$ cat config.mk
export PLATFORM = sky130hd
export DESIGN_NAME = cantp_bank
export DESIGN_NICKNAME = d
export VERILOG_FILES = /design/src/rtl/cantp_pkg.sv /design/src/rtl/cantp_ram.sv /design/src/rtl/cantp_bank.sv
export SDC_FILE = /design/constraint.sdc
export NUM_CORES = 2
export LEC_CHECK = 0
export BUFFER_PORTS_ARGS = -buffer_cell sky130_fd_sc_hd__buf_2
export CORE_ASPECT_RATIO = 1.75
export CORE_UTILIZATION = 55
export CTS_CLUSTER_SIZE = 40
export DETAILED_ROUTE_END_ITERATION = 10
export HOLD_SLACK_MARGIN = 0.08
export PLACE_DENSITY = 0.7
export SYNTH_ARGS = -nofsm -noshare
export SYNTH_HDL_FRONTEND = slang
export SYNTH_SLANG_ARGS = --single-unit
$ cat constraint.sdc
create_clock -name clk -period 15.75 [get_ports clk]
set_clock_uncertainty 0.1 [all_clocks]
set_input_delay 3.15 -clock clk [delete_from_list [all_inputs] [get_ports clk]]
set_output_delay 3.15 -clock clk [all_outputs]
set_load 0.005 [all_outputs]
$ cat src/rtl/cantp_pkg.sv
package cantp_pkg;

  // Default receive buffer size in bytes.
  localparam int BUFFER_BYTES_DEF = 2048;

  // A data frame carries seven bytes; eight buffer banks take them all in the same cycle.
  localparam int NUM_BANKS = 8;
  localparam int BANK_W    = 3;
  localparam int DT_BYTES  = 7;

  // Field widths fixed by the frame and result formats.
  localparam int MSG_LEN_W = 11;
  localparam int IDX_W     = 11;
  localparam int CFG_W     = 16;

  // Configuration register indexes.
  localparam logic [1:0] REG_NODE_ADDR = 2'd0;
  localparam logic [1:0] REG_SRC_FILT  = 2'd1;
  localparam logic [1:0] REG_SRC_MASK  = 2'd2;
  localparam logic [1:0] REG_TIMEOUT   = 2'd3;

  localparam logic [15:0] TIMEOUT_RESET = 16'd2000;

  // Input beat kinds.
  localparam logic [1:0] KIND_CM   = 2'd0;
  localparam logic [1:0] KIND_DT   = 2'd1;
  localparam logic [1:0] KIND_TICK = 2'd2;
  localparam logic [1:0] KIND_READ = 2'd3;

  // Session modes as reported on receive_mode.
  localparam logic [2:0] MODE_IDLE    = 3'd0;
  localparam logic [2:0] MODE_RTS     = 3'd1;
  localparam logic [2:0] MODE_BAM     = 3'd2;
  localparam logic [2:0] MODE_NEW     = 3'd3;
  localparam logic [2:0] MODE_TIMEOUT = 3'd4;
  localparam logic [2:0] MODE_ABORT   = 3'd5;

  // Connection management control bytes.
  localparam logic [7:0] CTL_RTS   = 8'd16;
  localparam logic [7:0] CTL_BAM   = 8'd32;
  localparam logic [7:0] CTL_ABORT = 8'hFF;

  // Reply codes.
  localparam logic [1:0] REPLY_NONE  = 2'd0;
  localparam logic [1:0] REPLY_CTS   = 2'd1;
  localparam logic [1:0] REPLY_ACK   = 2'd2;
  localparam logic [1:0] REPLY_ABORT = 2'd3;

  // Abort reasons.
  localparam logic [7:0] ABORT_BUSY      = 8'd1;
  localparam logic [7:0] ABORT_RESOURCES = 8'd2;

  // PDU2 format threshold: the PS byte is part of the PGN from here on.
  localparam logic [7:0] PF_PDU2 = 8'd240;
  localparam logic [7:0] BYTE_FILL = 8'hFF;

  typedef struct packed {
    logic [1:0]       kind;
    logic [7:0]       frame_source;
    logic [7:0]       frame_dest;
    logic [63:0]      payload;
    logic [IDX_W-1:0] read_index;
  } in_beat_t;

  typedef struct packed {
    logic [1:0]           reply_code;
    logic [7:0]           reply_dest;
    logic [7:0]           reply_byte1;
    logic [7:0]           reply_byte2;
    logic [7:0]           reply_byte3;
    logic [15:0]          reply_pgn;
    logic [2:0]           receive_mode;
    logic [MSG_LEN_W-1:0] message_length;
    logic [15:0]          message_pgn;
    logic [7:0]           message_source;
    logic [7:0]           read_data;
  } out_beat_t;

endpackage

$ cat src/rtl/cantp_ram.sv
module cantp_ram #(
  parameter int WIDTH = 8,
  parameter int DEPTH = 256
) (
  input  logic                     clk,
  input  logic                     wr_en,
  input  logic [$clog2(DEPTH)-1:0] wr_addr,
  input  logic [WIDTH-1:0]         wr_data,
  input  logic                     rd_en,
  input  logic [$clog2(DEPTH)-1:0] rd_addr,
  output logic [WIDTH-1:0]         rd_data
);

  logic [WIDTH-1:0] mem [DEPTH];
  logic [WIDTH-1:0] rd_data_r;

  // One write port and one registered read port; read data holds between reads.
  always_ff @(posedge clk) begin
    if (wr_en) begin
      mem[wr_addr] <= wr_data;
    end
    if (rd_en) begin
      rd_data_r <= mem[rd_addr];
    end
  end

  assign rd_data = rd_data_r;

endmodule

$ cat src/rtl/cantp_bank.sv
module cantp_bank
  import cantp_pkg::*;
#(
  parameter int BANK     = 0,
  parameter int POS_W    = 11,
  parameter int BANK_DEP = 256
) (
  input  logic                        clk,
  input  logic                        wr_req,
  input  logic [POS_W-1:0]            base,
  input  logic [POS_W-1:0]            length,
  input  logic [63:0]                 payload,
  input  logic                        rd_en,
  input  logic [$clog2(BANK_DEP)-1:0] rd_addr,
  output logic [7:0]                  rd_data
);

  localparam int AW = $clog2(BANK_DEP);

  logic [BANK_W-1:0] lane;
  logic [BANK_W-1:0] byte_sel;
  logic [POS_W-1:0]  pos;
  logic              wr_en;
  logic [AW-1:0]     wr_addr;
  logic [7:0]        wr_data;

  // The frame byte that lands in this bank is the one whose buffer position
  // has the bank number in its low bits; lane seven means no byte this frame.
  assign lane     = BANK_W'(BANK) - base[BANK_W-1:0];
  assign byte_sel = lane + BANK_W'(1);
  assign pos      = base + POS_W'(lane);
  assign wr_en    = wr_req && (lane != BANK_W'(DT_BYTES)) && (pos < length);
  assign wr_addr  = pos[AW+BANK_W-1:BANK_W];
  assign wr_data  = payload[8*byte_sel +: 8];

  cantp_ram #(
    .WIDTH (8),
    .DEPTH (BANK_DEP)
  ) u_ram (
    .clk     (clk),
    .wr_en   (wr_en),
    .wr_addr (wr_addr),
    .wr_data (wr_data),
    .rd_en   (rd_en),
    .rd_addr (rd_addr),
    .rd_data (rd_data)
  );

endmodule

After elaboration in Yosys (flattened, before gate mapping) --
Memories as Yosys holds them, arrays and structs flattened. A register that Yosys moved wholly into a read port is not among the register bits. Cells that the tools add are included.
Word-level totals: bits in registers 0, memory bits (writable) 2048, output and inout bits 8, memories kept 1
Cells by class: add/subtract/negate cells 3, magnitude comparators 1, equality and inequality tests 1, shift-type cells 1, muxes and demuxes 2, reduce and logical (&&, ||, !) cells 2
Memories:
- u_ram.mem | depth 256, bits a word 8, read ports 1, clocked after memory_dff 1, write ports 1, RTL line cantp_ram.sv:14 | logic [WIDTH-1:0] mem [DEPTH];
Operators with widths (number):
- $shiftx 64x7->8 | 1
- $add 11x3->11 | 1
- $lt 11x11->1 | 1
- $add 3x1->3 const B | 1
- $ne 3x3->1 const B | 1
- $sub 1x3->3 const A | 1
- $logic_and 1x1->1 | 2
- $mux 1 | 2

Logic depth before layout (Yosys ltp) --
word-level depth 6, mapped depth 17, mapped depth without buffers 13

Hierarchy --
From an unflattened synthesis, not the netlist that was laid out.
Second synthesis, totals: cell total of the unflattened synthesis 3832, area, all modules 80712.4 um^2
Modules (own cells, without submodules):
- cantp_ram | times used 1, cells an instance 3733, area each 79636.4 um^2
- cantp_bank | times used 1, cells an instance 99, area each 1076.0 um^2

Worst setup path before layout --
No wires, ideal clock.
path type input to register, start input port base[0], end memory u_ram.mem[0][4] (data pin), library setup time 0.821 ns, arrival 8.427 ns, slack 6.402 ns, cell stages on the path 11, buffers on the path 3, cell sequence clkbuf_1 -> buf_1 -> inv_1 -> ha_1 -> ha_1 -> inv_1 -> ha_1 -> buf_1 -> mux4_2 -> nand2_1 -> nand2_1
On the way: cells in the longest elaborated chain, start to end 3
RTL lines:
- start, declared | RTL line cantp_bank.sv:10 | input logic [POS_W-1:0] base,
- $sub 1x3->3 | RTL line cantp_bank.sv:29 | assign lane = BANK_W'(BANK) - base[BANK_W-1:0];
- $add 3x1->3 | RTL line cantp_bank.sv:30 | assign byte_sel = lane + BANK_W'(1);
- $shiftx 64x7->8 | RTL line cantp_bank.sv:34 | assign wr_data = payload[8*byte_sel +: 8];
- named net u_ram.wr_data[4] | RTL line cantp_ram.sv:8 | input logic [WIDTH-1:0] wr_data,
- end, declared | RTL line cantp_ram.sv:14
The timed path passes the listed nets, and every way through them passes these cells.

Final worst setup path --
start input port base[0], end memory u_ram.mem[63][5], enable pin
On the way: cells in the longest elaborated chain, start to end 6, elaborated cells on any way between the ends 8, classes of those cells add/sub: 2; order compare: 1; eq/ne: 1; mux: 2; reduce/logical: 2
RTL lines:
- $sub 1x3->3 | RTL line cantp_bank.sv:29
- $add 11x3->11 or $ne 3x3->1 (tied branches) | RTL line cantp_bank.sv:31, cantp_bank.sv:32
- $lt 11x11->1 or $logic_and 1x1->1 (tied branches) | RTL line cantp_bank.sv:32 | assign wr_en = wr_req && (lane != BANK_W'(DT_BYTES)) && (pos < length);
- $logic_and 1x1->1 | RTL line cantp_bank.sv:32
- $mux 1 | RTL line cantp_ram.sv:19 | if (wr_en) begin
- $mux 1 (implied by the code) | RTL line cantp_ram.sv:20 | mem[wr_addr] <= wr_data;
Parallel ways exist; a longest one is shown, timed or not.

==> flow_summary.ini <==
[outcome]
outcome = completed

[die]
core_area_mm2 = 0.147
rows = 186
die_h_um = 510
initial_core_util = 0.553
io-pin-count = 105
die_area_mm2 = 0.149
die_w_um = 292

[setup_path]
rr_endpoint = u_ram.rd_data[3]
endpoint_kind = register
cp-start-kind = primary input
crit_chain = buf_2, inv_1, ha_1, xor2_2, a31oi_1, buf_4, or3_1, a22oi_2, nand4_1, buf_4, nor3_1
crit_fanout = 18
r2r-start = u_ram.mem[172][3]
regToRegSetupSlack_ps = 12290
arrival_ps = 8860
cp_slowest_stage_delay_ps = 1070
critPathSlowestCell = nand4_1
path_buf_inv = 4
crit_family = simple AND/OR/NAND/NOR gates
cp.required_ps = 16060
cpMostUsedCell = buf_4
r2r_cells = 5
crit_type = in -> reg

[detailed_routing]
via_per_inst = 6.77
drtIter0Drc = 4574
routedWlPerCell_um = 35.7
ant_nets = 0
routed-via-count = 39600
wl_um = 208000
firstDrtPassIters = 6
drcViolationCount = 0

[cts]
hold_buffers = 0
h-tree-depth = 4
postCtsSetupBuffers = 0
clock_sinks = 2056
cts_root_buffer = clkbuf_16
cts_tree = done
path_clk_slew_ps = 70
cts_buffers = 165
post_cts_resized = 0
clk_path_buf_depth = 3
insertion_delay_ps = 810

[logic_synthesis]
ys_seq_area_frac = 0.761
synth-seq-cells = 2056
async_flop_share = 0
synthCells = 3657
synth_top_area_cell = edfxtp_1
ys.flop_type = edfxtp_1
synth_fp_nets = 3768
synth_most_common_cell = edfxtp_1
synth_common_cells = edfxtp_1, mux4_2, nor3_1
synth_warnings = 0
syn_area_mm2 = 0.0812
synth.area.top_cells = edfxtp_1, mux4_2, nor3_1
synth_edf_count = 2056
netlist-cell-type-count = 60
yosysTopAreaCellShare = 0.761
synth.avg_cell_area_um2 = 22.2

[finish]
drive_gt1_frac = 0.287
fin_area_mm2 = 0.0899
fillers = 9993
syn_to_final_growth_pct = 10.8
nets = 3925

[sta]
final.min_clock_period_ps = 8550
fmax_mhz = 117
setup-tns-final_ps = 0
worst_pin_slew_ps = 1360
slew_headroom = 0.0902
period_share = 0.543
slew_viol_final = 0
rsz0062_at_grt = no
hold_viol_final = 0
setup_viol = 0

[global_route]
antenna_found_initial = 11
grt_pass1_wl_um = 297000
gr-total-overflow = 0
grt_usage = 0.285
grt_max_degree = 145
grt_pass1_vias = 40900

[min_path]
hold_class = reg -> reg
min_to = u_ram.rd_data[4]
hold_depth = 5
hold_path.startpoint = u_ram.mem[83][4]

[pwr]
power.total_mw = 11.6
p_leak_nw = 27.5
ir_drop_mv = 0.136
power.density_mw_per_mm2 = 129

[placement]
place_area_mm2 = 0.0842
place_congestion = 0.907
numPortBuffers = 104
dp_hpwl_um = 131000

[flow_run]
cap_violations = 0
[stage by stage]
step	worst slack [ps]	hold WS, ps	util	std cells
global route	6780	1300	0.613	5840
global placement	6470	1250	0.575	5527
CTS	7240	1230	0.613	5837
floorplan	6400	755	-	3657
detailed placement	6380	1230	0.575	5527
finish	7200	1250	0.613	5841
[worst max path at each step]
stage | to | start | cells past startpoint | slack [ps]
4_1_cts | u_ram.mem[63][4] | base[0] | 11 | 7240
3_3_place_gp | u_ram.mem[63][1] | base[0] | 11 | 6470
3_5_place_dp | u_ram.mem[63][3] | base[0] | 11 | 6380
2_1_floorplan | u_ram.mem[0][4] | base[0] | 11 | 6400
5_1_grt | u_ram.mem[111][1] | base[0] | 14 | 6780
6_report | u_ram.mem[63][5] | base[0] | 11 | 7200
[flip-flops by register name, indices dropped and copies added (netlist names)]
signal	count
u_ram.mem	2048
u_ram.rd_data	8
[cell families (layout without fill, tap and decap cells)]
family / Yosys count / count (layout) / synth area share
flops: 2056 / 2056 / 0.761
xor+xnor: 5 / 5 / 0.000725
buf+inv: 272 / 572 / 0.0151
mux: 684 / 684 / 0.175
compound gates: 199 / 199 / 0.0182
simple gates: 427 / 427 / 0.0282
fa+ha+maj: 14 / 14 / 0.00216
other cells: 0 / 4 / 0
[area by class of cell]
cell class / instances / area (um2) / area share
Antenna cell: 4 / 10.0 / 0.000111
Clock buffer: 189 / 4220 / 0.0469
Clock inverter: 121 / 1440 / 0.0160
Inverter: 16 / 62.6 / 0.000696
Multi-Input combinational cell: 1329 / 18400 / 0.205
Sequential cell: 2056 / 61700 / 0.687
Tap cell: 1880 / 2350 / 0.0262
Timing Repair Buffer: 246 / 1650 / 0.0184
[cells in the final DEF (no fill, tap or decap), types with 15 or more instances in the layout]
cell       count
buf_4        140
edfxtp_1    2056
a211oi_1      15
clkbuf_1      24
buf_2        100
mux4_2       586
clkinv_2      25
mux2i_1       89
nor4_1        54
a22oi_1       37
clkinv_1      33
inv_1         15
nor3_1       194
a21oi_1       26
o22ai_1       26
nand4_1       23
bufinv_16     26
clkbuf_16    165
nand2_1       50
a311oi_1      15
[worst min-delay path, stage by stage, from the launching register on]
cell and delay, ps:
edfxtp_1 330, mux4_2 220, a22oi_1 80, a31oi_1 160, o211ai_1 220, a31oi_1 220
[where the power goes]
| part | internal (mW) | switching [mW] |
|---|---|---|
| Combinational | 0.238 | 0.719 |
| Clock | 2.38 | 1.93 |
| Sequential | 6.30 | 0.00426 |
[per-layer routing]
metal | routed length (um) | track usage | up-vias
met2 | 111000 | 0.504 | 2122
li1 | - | - | 16000
met4 | 12700 | 0.153 | 10
met5 | 51 | 0 | -
met1 | 69900 | 0.336 | 20900
met3 | 14800 | 0.0451 | 495
Note: power is estimated with default switching activity, not from simulation.
